## src/hdl/fpsc_pkg.sv

```systemverilog
// Shared types and constants for the frame pacing skip controller.
`timescale 1ns / 1ps

package fpsc_pkg;

  localparam int unsigned CFG_W     = 32;
  localparam int unsigned CFG_IDX_W = 1;
  localparam int unsigned SKIP_W    = 4;
  localparam int unsigned FRAME_W   = 16;

  localparam logic [CFG_IDX_W-1:0] REG_FRAME_PERIOD  = 1'b0;
  localparam logic [CFG_IDX_W-1:0] REG_TICKS_PER_SEC = 1'b1;

  localparam logic [CFG_W-1:0] FRAME_PERIOD_RST  = 32'd16667;
  localparam logic [CFG_W-1:0] TICKS_PER_SEC_RST = 32'd1000000;

  typedef enum logic [2:0] {
    ST_IDLE,
    ST_EVAL,
    ST_CHK,
    ST_DIV,
    ST_FIN
  } fpsc_state_t;

  typedef struct packed {
    logic latch_in;
    logic arm;
    logic advance;
    logic use_skip;
    logic mark_wait;
    logic div_init;
    logic div_step;
    logic div_finish;
    logic count_frame;
    logic load_out;
  } fpsc_cmd_t;

  typedef struct packed {
    logic first_pending;
    logic skips_nz;
    logic early;
    logic div_done;
  } fpsc_status_t;

endpackage

```

## src/hdl/fpsc_ctrl.sv

```systemverilog
// Control state machine: sequences one request and owns the result beat valid.
`timescale 1ns / 1ps

module fpsc_ctrl (
  input  logic                  clk,
  input  logic                  rst_n,
  input  logic                  in_valid,
  output logic                  in_stall,
  output logic                  out_valid,
  input  logic                  out_stall,
  input  fpsc_pkg::fpsc_status_t sts,
  output fpsc_pkg::fpsc_cmd_t    cmd
);
  import fpsc_pkg::*;

  fpsc_state_t state_r, state_nxt;
  logic        out_valid_r, out_valid_nxt;

  always_ff @(posedge clk) begin
    if (!rst_n) begin
      state_r     <= ST_IDLE;
      out_valid_r <= 1'b0;
    end else begin
      state_r     <= state_nxt;
      out_valid_r <= out_valid_nxt;
    end
  end

  always_comb begin
    state_nxt = state_r;
    cmd       = '0;
    in_stall  = 1'b1;
    out_valid_nxt = out_valid_r && out_stall;
    unique case (state_r)
      ST_IDLE: begin
        in_stall = 1'b0;
        if (in_valid) begin
          cmd.latch_in = 1'b1;
          state_nxt    = ST_EVAL;
        end
      end
      ST_EVAL: begin
        if (sts.first_pending) begin
          cmd.arm   = 1'b1;
          state_nxt = ST_FIN;
        end else begin
          cmd.advance = 1'b1;
          state_nxt   = ST_CHK;
        end
      end
      ST_CHK: begin
        priority if (sts.skips_nz) begin
          cmd.use_skip = 1'b1;
          state_nxt    = ST_FIN;
        end else if (sts.early) begin
          cmd.mark_wait   = 1'b1;
          cmd.count_frame = 1'b1;
          state_nxt       = ST_FIN;
        end else begin
          cmd.div_init = 1'b1;
          state_nxt    = ST_DIV;
        end
      end
      ST_DIV: begin
        if (sts.div_done) begin
          cmd.div_finish  = 1'b1;
          cmd.count_frame = 1'b1;
          state_nxt       = ST_FIN;
        end else begin
          cmd.div_step = 1'b1;
        end
      end
      ST_FIN: begin
        if (!out_valid_r || !out_stall) begin
          cmd.load_out  = 1'b1;
          out_valid_nxt = 1'b1;
          state_nxt     = ST_IDLE;
        end
      end
      default: state_nxt = ST_IDLE;
    endcase
  end

  assign out_valid = out_valid_r;

endmodule

```

## src/hdl/fpsc_datapath.sv

```systemverilog
// Datapath: pacing state, config registers, skip quotient loop and result register.
`timescale 1ns / 1ps

module fpsc_datapath #(
  parameter int unsigned MAX_SKIP  = 10,
  parameter int unsigned TIME_BITS = 32
) (
  input  logic                              clk,
  input  logic                              rst_n,
  input  logic                              cfg_we,
  input  logic [fpsc_pkg::CFG_IDX_W-1:0]    cfg_index,
  input  logic [fpsc_pkg::CFG_W-1:0]        cfg_wdata,
  input  logic [31:0]                       in_now_ticks,
  input  fpsc_pkg::fpsc_cmd_t               cmd,
  output fpsc_pkg::fpsc_status_t            sts,
  output logic                              out_skip_frame,
  output logic                              out_must_wait,
  output logic [31:0]                       out_wait_until,
  output logic                              out_rate_valid,
  output logic [fpsc_pkg::FRAME_W-1:0]      out_frames_in_window
);
  import fpsc_pkg::*;

  localparam int unsigned TW = TIME_BITS;
  localparam int unsigned DW = (TW > CFG_W) ? TW : CFG_W;
  localparam int unsigned NW = (TW < 32) ? TW : 32;
  localparam int unsigned QW = $clog2(MAX_SKIP + 2);
  localparam logic [QW-1:0]     Q_CLAMP  = QW'(MAX_SKIP + 1);
  localparam logic [SKIP_W-1:0] SKIP_MAX = SKIP_W'(MAX_SKIP);

  logic [CFG_W-1:0]   period_r, tps_r;
  logic [TW-1:0]      now_r, target_r, window_r, rem_r;
  logic [SKIP_W-1:0]  skips_r;
  logic               first_r;
  logic [FRAME_W-1:0] fcount_r;
  logic [QW-1:0]      q_r;
  logic               res_skip_r, res_wait_r, res_rate_r;
  logic [FRAME_W-1:0] res_frames_r;

  logic [DW-1:0]      period_ext, target_sum;
  logic [TW-1:0]      lag, age;
  logic               rem_ge, win_close;
  logic [FRAME_W-1:0] fcount_inc;

  assign period_ext = DW'(period_r);
  assign target_sum = DW'(target_r) + period_ext;
  assign lag        = now_r - target_r;
  assign age        = now_r - window_r;
  assign rem_ge     = DW'(rem_r) >= period_ext;
  assign win_close  = DW'(age) >= DW'(tps_r);
  assign fcount_inc = (fcount_r == '1) ? fcount_r : fcount_r + FRAME_W'(1);

  assign sts.first_pending = first_r;
  assign sts.skips_nz      = (skips_r != '0);
  assign sts.early         = now_r < target_r;
  assign sts.div_done      = (q_r == Q_CLAMP) || !rem_ge;

  always_ff @(posedge clk) begin
    if (!rst_n) begin
      period_r <= FRAME_PERIOD_RST;
      tps_r    <= TICKS_PER_SEC_RST;
    end else if (cfg_we) begin
      unique case (cfg_index)
        REG_FRAME_PERIOD:  period_r <= cfg_wdata;
        REG_TICKS_PER_SEC: tps_r    <= cfg_wdata;
        default: ;
      endcase
    end
  end

  // pacing state
  always_ff @(posedge clk) begin
    if (!rst_n) begin
      first_r  <= 1'b1;
      target_r <= '0;
      skips_r  <= '0;
      window_r <= '0;
      fcount_r <= '0;
    end else begin
      if (cmd.arm) begin
        first_r  <= 1'b0;
        target_r <= now_r;
        fcount_r <= '0;
        window_r <= '0;
      end
      if (cmd.advance) target_r <= TW'(target_sum);
      if (cmd.use_skip) skips_r <= skips_r - SKIP_W'(1);
      if (cmd.div_finish) begin
        if (q_r == Q_CLAMP) begin
          skips_r <= SKIP_MAX;
          first_r <= 1'b1;
        end else begin
          skips_r <= SKIP_W'(q_r);
        end
      end
      if (cmd.count_frame) begin
        if (win_close) begin
          fcount_r <= '0;
          window_r <= now_r;
        end else begin
          fcount_r <= fcount_inc;
        end
      end
    end
  end

  // request, quotient loop and per-request result
  always_ff @(posedge clk) begin
    if (cmd.latch_in) begin
      now_r        <= TW'(in_now_ticks[NW-1:0]);
      res_skip_r   <= 1'b0;
      res_wait_r   <= 1'b0;
      res_rate_r   <= 1'b0;
      res_frames_r <= '0;
    end
    if (cmd.use_skip)  res_skip_r <= 1'b1;
    if (cmd.mark_wait) res_wait_r <= 1'b1;
    if (cmd.count_frame && win_close) begin
      res_rate_r   <= 1'b1;
      res_frames_r <= fcount_inc - FRAME_W'(1);
    end
    if (cmd.div_init) begin
      rem_r <= lag;
      q_r   <= '0;
    end else if (cmd.div_step) begin
      rem_r <= TW'(DW'(rem_r) - period_ext);
      q_r   <= q_r + QW'(1);
    end
  end

  // result beat register
  always_ff @(posedge clk) begin
    if (cmd.load_out) begin
      out_skip_frame       <= res_skip_r;
      out_must_wait        <= res_wait_r;
      out_wait_until       <= 32'(target_r[NW-1:0]);
      out_rate_valid       <= res_rate_r;
      out_frames_in_window <= res_frames_r;
    end
  end

endmodule

```

## src/hdl/frame_pacing_skip_controller_unit.sv

```systemverilog
// Sequence: an accepted request is evaluated; an arming request then goes
//   straight to the result, otherwise the skip quotient loop may run, which
//   subtracts the frame period once per cycle and stops after at most
//   MAX_SKIP + 1 steps. One request is handled at a time; a new request is
//   taken while the previous result beat still waits in the output register.
// Reset: synchronous, active low; arms the pacer and loads default config.
`timescale 1ns / 1ps

module frame_pacing_skip_controller_unit #(
  parameter int unsigned MAX_SKIP  = 10,
  parameter int unsigned TIME_BITS = 32
) (
  input  logic                             clk,
  input  logic                             rst_n,
  input  logic                             cfg_valid,
  output logic                             cfg_ready,
  input  logic [fpsc_pkg::CFG_IDX_W-1:0]   cfg_index,
  input  logic [fpsc_pkg::CFG_W-1:0]       cfg_wdata,
  input  logic                             in_valid,
  output logic                             in_stall,
  input  logic [31:0]                      in_now_ticks,
  output logic                             out_valid,
  input  logic                             out_stall,
  output logic                             out_skip_frame,
  output logic                             out_must_wait,
  output logic [31:0]                      out_wait_until,
  output logic                             out_rate_valid,
  output logic [fpsc_pkg::FRAME_W-1:0]     out_frames_in_window
);
  import fpsc_pkg::*;

  fpsc_cmd_t    cmd;
  fpsc_status_t sts;

  assign cfg_ready = 1'b1;

  fpsc_ctrl u_ctrl (
    .clk       (clk),
    .rst_n     (rst_n),
    .in_valid  (in_valid),
    .in_stall  (in_stall),
    .out_valid (out_valid),
    .out_stall (out_stall),
    .sts       (sts),
    .cmd       (cmd)
  );

  fpsc_datapath #(
    .MAX_SKIP  (MAX_SKIP),
    .TIME_BITS (TIME_BITS)
  ) u_dp (
    .clk                  (clk),
    .rst_n                (rst_n),
    .cfg_we               (cfg_valid && cfg_ready),
    .cfg_index            (cfg_index),
    .cfg_wdata            (cfg_wdata),
    .in_now_ticks         (in_now_ticks),
    .cmd                  (cmd),
    .sts                  (sts),
    .out_skip_frame       (out_skip_frame),
    .out_must_wait        (out_must_wait),
    .out_wait_until       (out_wait_until),
    .out_rate_valid       (out_rate_valid),
    .out_frames_in_window (out_frames_in_window)
  );

endmodule

```

## config.mk

```make
export PLATFORM = sky130hd
export DESIGN_NAME = frame_pacing_skip_controller_unit
export DESIGN_NICKNAME = d
export VERILOG_FILES = /design/src/hdl/fpsc_pkg.sv /design/src/hdl/fpsc_ctrl.sv /design/src/hdl/fpsc_datapath.sv /design/src/hdl/frame_pacing_skip_controller_unit.sv
export SDC_FILE = /design/constraint.sdc
export NUM_CORES = 1
export LEC_CHECK = 0
export BUFFER_PORTS_ARGS = -buffer_cell sky130_fd_sc_hd__buf_2
export CAP_MARGIN = 5
export CORE_MARGIN = 5
export CORE_UTILIZATION = 45
export CTS_CLUSTER_SIZE = 12
export DETAILED_ROUTE_END_ITERATION = 12
export GPL_ROUTABILITY_DRIVEN = 0
export PLACE_DENSITY = 0.69
export REMOVE_ABC_BUFFERS = 1
export SLEW_MARGIN = 40
export SYNTH_ARGS = -nofsm -noshare
export SYNTH_HDL_FRONTEND = slang
export SYNTH_HIERARCHICAL = 1
export SYNTH_SLANG_ARGS = --single-unit
```

## constraint.sdc

```tcl
create_clock -name clk -period 9.2 [get_ports clk]
set_clock_uncertainty 0.1 [all_clocks]
set_input_delay 0.92 -clock clk [delete_from_list [all_inputs] [get_ports clk]]
set_output_delay 0.92 -clock clk [all_outputs]
set_load 0.02 [all_outputs]
```

* Word-level counts from Yosys, hierarchy flattened
Index checks and enable logic that the tools add are counted.
Operators by class: add/subtract/negate cells 8, $lt $le $gt $ge 3, equal/unequal tests 9, muxes and demuxes 46, bitwise gates (word level) 1, reduce and logical (&&, ||, !) cells 17
Operators with widths (number):
- $mux W32 | 7
- $mux W16 | 6
- $sub A32 B32 Y32 | 3
- $ge A32 B32 Y1 | 2
- $add A32 B32 Y32 | 1
- $lt A32 B32 Y1 | 1
- $mux W3 | 7
- $mux W1 | 17
- $add A16 B1 Y16 const B | 1
- $eq A16 B16 Y1 const B | 1
- $sub A16 B1 Y16 const B | 1
- $pmux W3 S5 | 1
- $mux W4 | 3
- $reduce_bool A2 Y1 | 5
- $mux W2 | 4
- $eq A3 B2 Y1 const B | 2
- $add A4 B1 Y4 const B | 1
- $eq A4 B4 Y1 const B | 1
- $ne A2 B2 Y1 const B | 2
- $reduce_and A2 Y1 | 2
- $reduce_bool A4 Y1 | 1
- $sub A4 B1 Y4 const B | 1
- $eq A3 B1 Y1 const B | 1
- $eq A3 B3 Y1 const B | 1
- 8 further kinds | 12
Word-level totals: bits in registers 291, input bits 70, output and inout port bits 54, logic and storage cells 105

* Longest topological paths before layout
word-level depth 7, gate-level depth with buffers 23

* Modules after synthesis
Netlist, hierarchy kept.
Modules (own cells, without submodules):
- fpsc_datapath | instances 1, cells an instance 2075, area each 18403.9 µm², seq. area each 7056.8 µm²
- fpsc_ctrl | instances 1, cells an instance 37, area each 319.1 µm², seq. area each 80.1 µm²
- frame_pacing_skip_controller_unit | instances 1, cells an instance 2, area each 11.3 µm², seq. area each 0.0 µm²

* Worst setup path before layout
OpenSTA, ideal clock, no wires.
path type register to register, start register u_dp.now_r[0], end register u_dp.res_frames_r[0] (enable), arrival time 4987 ps, slack 3702 ps, cell stages (with the launch flop) 20, buffers on the path 0, period minus slack after synthesis 5498 ps, cells stage by stage edfxtp_1 > inv_1 > ha_1 > inv_1 > fa_1 > a211oi_1 > o211ai_1 > a221oi_2 > nor3_1 > a2111oi_4 > a21oi_1 > a21o_1 > a21oi_1 > xnor2_1 > ha_1 > nand4_1 > o221a_2 > o211ai_1 > a31oi_4 > o21ai_0
On the way: word-level cells in the longest chain between the ends 6, elaborated cells on any way between the ends 8, those cells by class add/sub (1); order compare (2); mux (3); reduce/logical (2)
Ends and longest elaborated chain:
- from (decl) | line fpsc_datapath.sv:32 | logic [TW-1:0] now_r, target_r, window_r, rem_r;
- from (signal assigned) | line fpsc_datapath.sv:110 | now_r <= TW'(in_now_ticks[NW-1:0]);
- branches (longest 4 deep; another with $sub A32 B32 Y32)
- $logic_and A1 B1 Y1 * | line fpsc_datapath.sv:118 | if (cmd.count_frame && win_close) begin
- $reduce_bool A2 Y1 (no source line) *
- to (signal assigned) | line fpsc_datapath.sv:120 | res_frames_r <= fcount_inc - FRAME_W'(1);
- to (decl) | line fpsc_datapath.sv:38 | logic [FRAME_W-1:0] res_frames_r;
Mark *: on every way between the ends. A chain may end at the register's enable or synchronous reset.

* Worst setup path after layout
start register u_dp.now_r[0], end register u_dp.window_r[15]
On the way: word-level cells in the longest chain between the ends 5, elaborated cells on any way between the ends 8, those cells by class add/sub (1); order compare (2); mux (5)
Ends and longest elaborated chain:
- branches (longest 4 deep; another with $sub A32 B32 Y32)
- $mux W32 * | line fpsc_datapath.sv:96 | if (cmd.count_frame) begin
- to (signal assigned) | line fpsc_datapath.sv:99 | window_r <= now_r;
- to (decl) | line fpsc_datapath.sv:32
Marks and branches as above.

==> impl_metrics.ini <==
[clock_tree]
insertion_delay_ps = 560
ctsHtreeMaxLevel = 2
cts_buffer_depth = 3
cts_tree = yes
cts-buffers-inserted = 34
post_cts_resized = 0
postCtsSetupRepairBufs = 0
holdBufCountCts = 0
cts.sinks = 291
clockRootBuffer = clkbuf_16
clk_pin_slew_worst_paths_ps = 60

[sta]
period_share = 0.687
finalSetupViolations = 0
max_slew_margin = 0.440
fmax_mhz = 158
rsz0062_at_grt = false
tightest_slew_ps = 837
holdWs_ps = 318
drv_slew = 0
min_period_ps = 6320
tns_ps = 0
final-hold-violation-count = 0

[placed_design]
place_area_mm2 = 0.0199
hpwl_um = 38500
numPortBuffers = 122

[floorplan]
fp.dieH_um = 214
rows = 74
core-area_mm2 = 0.0410
initial_utilization = 0.457
pin_count = 124
die-area_mm2 = 0.0458
die_w_um = 214

[logic_synthesis]
yosysUniqueCellTypes = 94
yosys_warnings = 6
syn_inst = 2114
synth_most_common_cell = nand2_1
yosys.area.top_type = edfxtp_1
synth_area_leaders = edfxtp_1 (21%), dfxtp_1 (17%), ha_1 (11%)
ys_seq_area_frac = 0.381
syn_avg_cell_area_um2 = 8.86
synth_edf_count = 131
synth-seq-cells = 291
synth.top_cell.area_share = 0.210
syn_area_mm2 = 0.0187
synthTopCellsByCount = nand2_1 (230), a21oi_1 (191), inv_1 (179)
synth_flop_cell = dfxtp_1
async_reset_ff_frac = 0

[worst_setup_path]
path_cells = inv_1 -> ha_1 -> inv_1 -> fa_1 -> a211oi_1 -> o211ai_1 -> a221oi_2 -> nor3_1 -> a2111oi_4 -> a21oi_1 -> a21o_1 -> a21oi_1 -> xnor2_1 -> ha_1 -> nand4_1 -> o221a_2 -> o21ai_0 -> nand2_1 -> nor2_4 -> buf_4 -> mux2i_1 -> nor2_1
cp_num_buf_inv = 3
crit_family = compound AO/OA/AOI/OAI gates
arrival_ps = 6620
path_max_fanout = 22
rr_worst_depth = 22
crit_type = flip-flop to flip-flop
worstPathRequired_ps = 9500
worstSetupStartpointType = flip-flop
endpoint_kind = flip-flop
r2r_start = u_dp/now_r[0]
rrSetupSlack_ps = 2880
r2r-end = u_dp/window_r[15]
max_stage_delay_ps = 650
crit_path_top_delay_cell = nor2_4

[global_routing]
grt_usage = 0.215
antenna_found_initial = 0
grt_start_max_net_pins = 84
grt_pass1_vias = 15400
overflow = 0
grt_pass1_wl_um = 81000

[detailed_routing]
via_per_inst = 5.76
drc = 0
avgRoutedWirePerCell_um = 18.7
vias = 15900
finalWirelength_um = 51700
drt_iter0_drc = 1133
detail-route-antenna-nets = 0
firstDrtPassIters = 5

[pwr]
switching_share = 0.409
p_comb_frac = 0.471
power.share.sequential = 0.307
intPower_w = 0.00372
p_per_area_mw_per_mm2 = 300
p_sw_w = 0.00258
p_clk_frac = 0.222
irDropWorstVdd_mv = 0.152
power.leakage_nw = 8.31

[finish]
stdcell_area_mm2 = 0.0210
drive_gt1_frac = 0.102
fin_nets = 2443
syn_to_final_growth_pct = 12.2
n_fill_cell = 3779
diodes = 0

[flow_run]
drv_cap = 0

[min_path]
worst_hold_path.num_cells = 0
hp-start = u_dp/res_frames_r[13]
worst_hold_path_type = flip-flop to flip-flop
hold_end = u_dp/out_frames_in_window[13]

[run_status]
status = completed
==> stage by stage <==
| stage | power, W | instances | setup slack, ps | util |
|---|---|---|---|---|
| after global routing | 0.00671 | 2764 | 2350 | 0.512 |
| after floorplan | 0.00410 | 2035 | 1320 | - |
| after CTS | 0.00628 | 2764 | 2930 | 0.512 |
| final | 0.00629 | 2764 | 2880 | 0.512 |
| after global placement | 0.00475 | 2700 | 3220 | 0.483 |
| after detailed placement | 0.00485 | 2702 | 2950 | 0.484 |
==> logic make-up (layout without fill, tap and decap cells) <==
logic type	Yosys count	count (layout)	synth area share
simple gates	633	633	0.159
compound gates	581	581	0.205
flops	291	291	0.381
buf+inv	260	378	0.0535
fa+ha+maj	167	167	0.113
xor+xnor	123	123	0.0575
mux	58	58	0.0310
other cells	1	1	0.000200
==> worst max path at each step <==
stage / from / to / depth (start not counted)
2_1_floorplan: u_ctrl/state_r[2] / u_dp/fcount_r[2] / 4
3_3_place_gp: u_dp/now_r[0] / u_dp/window_r[22] / 22
3_5_place_dp: u_dp/now_r[0] / u_dp/window_r[30] / 22
4_1_cts: u_dp/now_r[0] / u_dp/window_r[15] / 22
5_1_grt: u_dp/now_r[0] / u_dp/window_r[15] / 22
6_report: u_dp/now_r[0] / u_dp/window_r[15] / 22
==> power groups by stage <==
stage / Combinational (W) / Clock [W] / Sequential, W
final: 0.00297 / 0.00139 / 0.00193
after detailed placement: 0.00290 / 0 / 0.00195
after global routing: 0.00328 / 0.00148 / 0.00195
after floorplan: 0.00219 / 0 / 0.00190
after global placement: 0.00281 / 0 / 0.00194
after CTS: 0.00293 / 0.00143 / 0.00193
==> sequential cells by signal, summed over array words and instances, names as in the netlist, 3 cells and up <==
| name | cells |
|---|---|
| u_dp/q_r | 4 |
| u_dp/tps_r | 32 |
| u_dp/res_frames_r | 16 |
| u_ctrl/state_r | 3 |
| u_dp/now_r | 32 |
| u_dp/skips_r | 4 |
| u_dp/fcount_r | 16 |
| u_dp/rem_r | 32 |
| u_dp/out_wait_until | 32 |
| u_dp/period_ext | 32 |
| u_dp/out_frames_in_window | 16 |
| u_dp/target_r | 32 |
| u_dp/window_r | 32 |
==> area by class of cell <==
| type | instances | area (µm²) | share of cell area |
|---|---|---|---|
| clock inverter | 16 | 199 | 0.00947 |
| tap | 532 | 666 | 0.0317 |
| sequential | 291 | 7140 | 0.340 |
| timing repair buffer | 135 | 731 | 0.0348 |
| inverter | 181 | 682 | 0.0325 |
| clock buffer | 46 | 937 | 0.0446 |
| multi-input combinational | 1563 | 10700 | 0.507 |
==> placed cells by master, fill, tap and decap left out, types with 5 or more instances in the layout <==
master / synthesis / routed
xor2_1: 51 / 51
o21bai_1: 14 / 14
a21o_1: 65 / 65
o2111ai_1: 5 / 5
dfxtp_1: 160 / 160
inv_1: 179 / 178
a221o_1: 5 / 5
a211oi_1: 46 / 46
edfxtp_1: 131 / 131
ha_1: 163 / 163
nand3_1: 38 / 38
and4_1: 8 / 8
nor3_1: 39 / 39
o31ai_1: 10 / 10
o31a_1: 5 / 5
nand4_1: 22 / 22
nand2b_1: 24 / 23
o21a_1: 21 / 21
nand2_1: 230 / 229
o21ai_1: 5 / 6
clkbuf_16: 0 / 35
o21ai_0: 95 / 94
or3_1: 8 / 8
and3_1: 23 / 23
o211ai_1: 23 / 23
nor2_1: 177 / 175
and2_1: 11 / 11
o221ai_1: 5 / 5
mux2i_1: 58 / 58
xnor2_1: 72 / 72
a21boi_0: 8 / 8
nor2b_1: 18 / 17
o211a_1: 8 / 8
a31oi_1: 15 / 15
buf_2: 9 / 122
buf_4: 2 / 9
a21oi_1: 191 / 190
clkbuf_1: 58 / 9
a2bb2oi_1: 11 / 11
==> worst reg2reg max path, cell delays in order (launching register included) <==
cell and delay [ps]:
edfxtp_1 410, inv_1 100, ha_1 170, inv_1 50, fa_1 410, a211oi_1 300
o211ai_1 240, a221oi_2 390, nor3_1 150, a2111oi_4 450, a21oi_1 160, a21o_1 180
a21oi_1 170, xnor2_1 100, ha_1 300, nand4_1 180, o221a_2 380, o21ai_0 80
nand2_1 440, nor2_4 650, buf_4 470, mux2i_1 230, nor2_1 60
==> metal layers <==
metal | GRT usage | routed length [µm]
met1 | 0.289 | 22900
met2 | 0.341 | 23000
met3 | 0.0392 | 3610
met4 | 0.0932 | 2110
met5 | 0 | 0
Power figures use the tool's default switching activity.
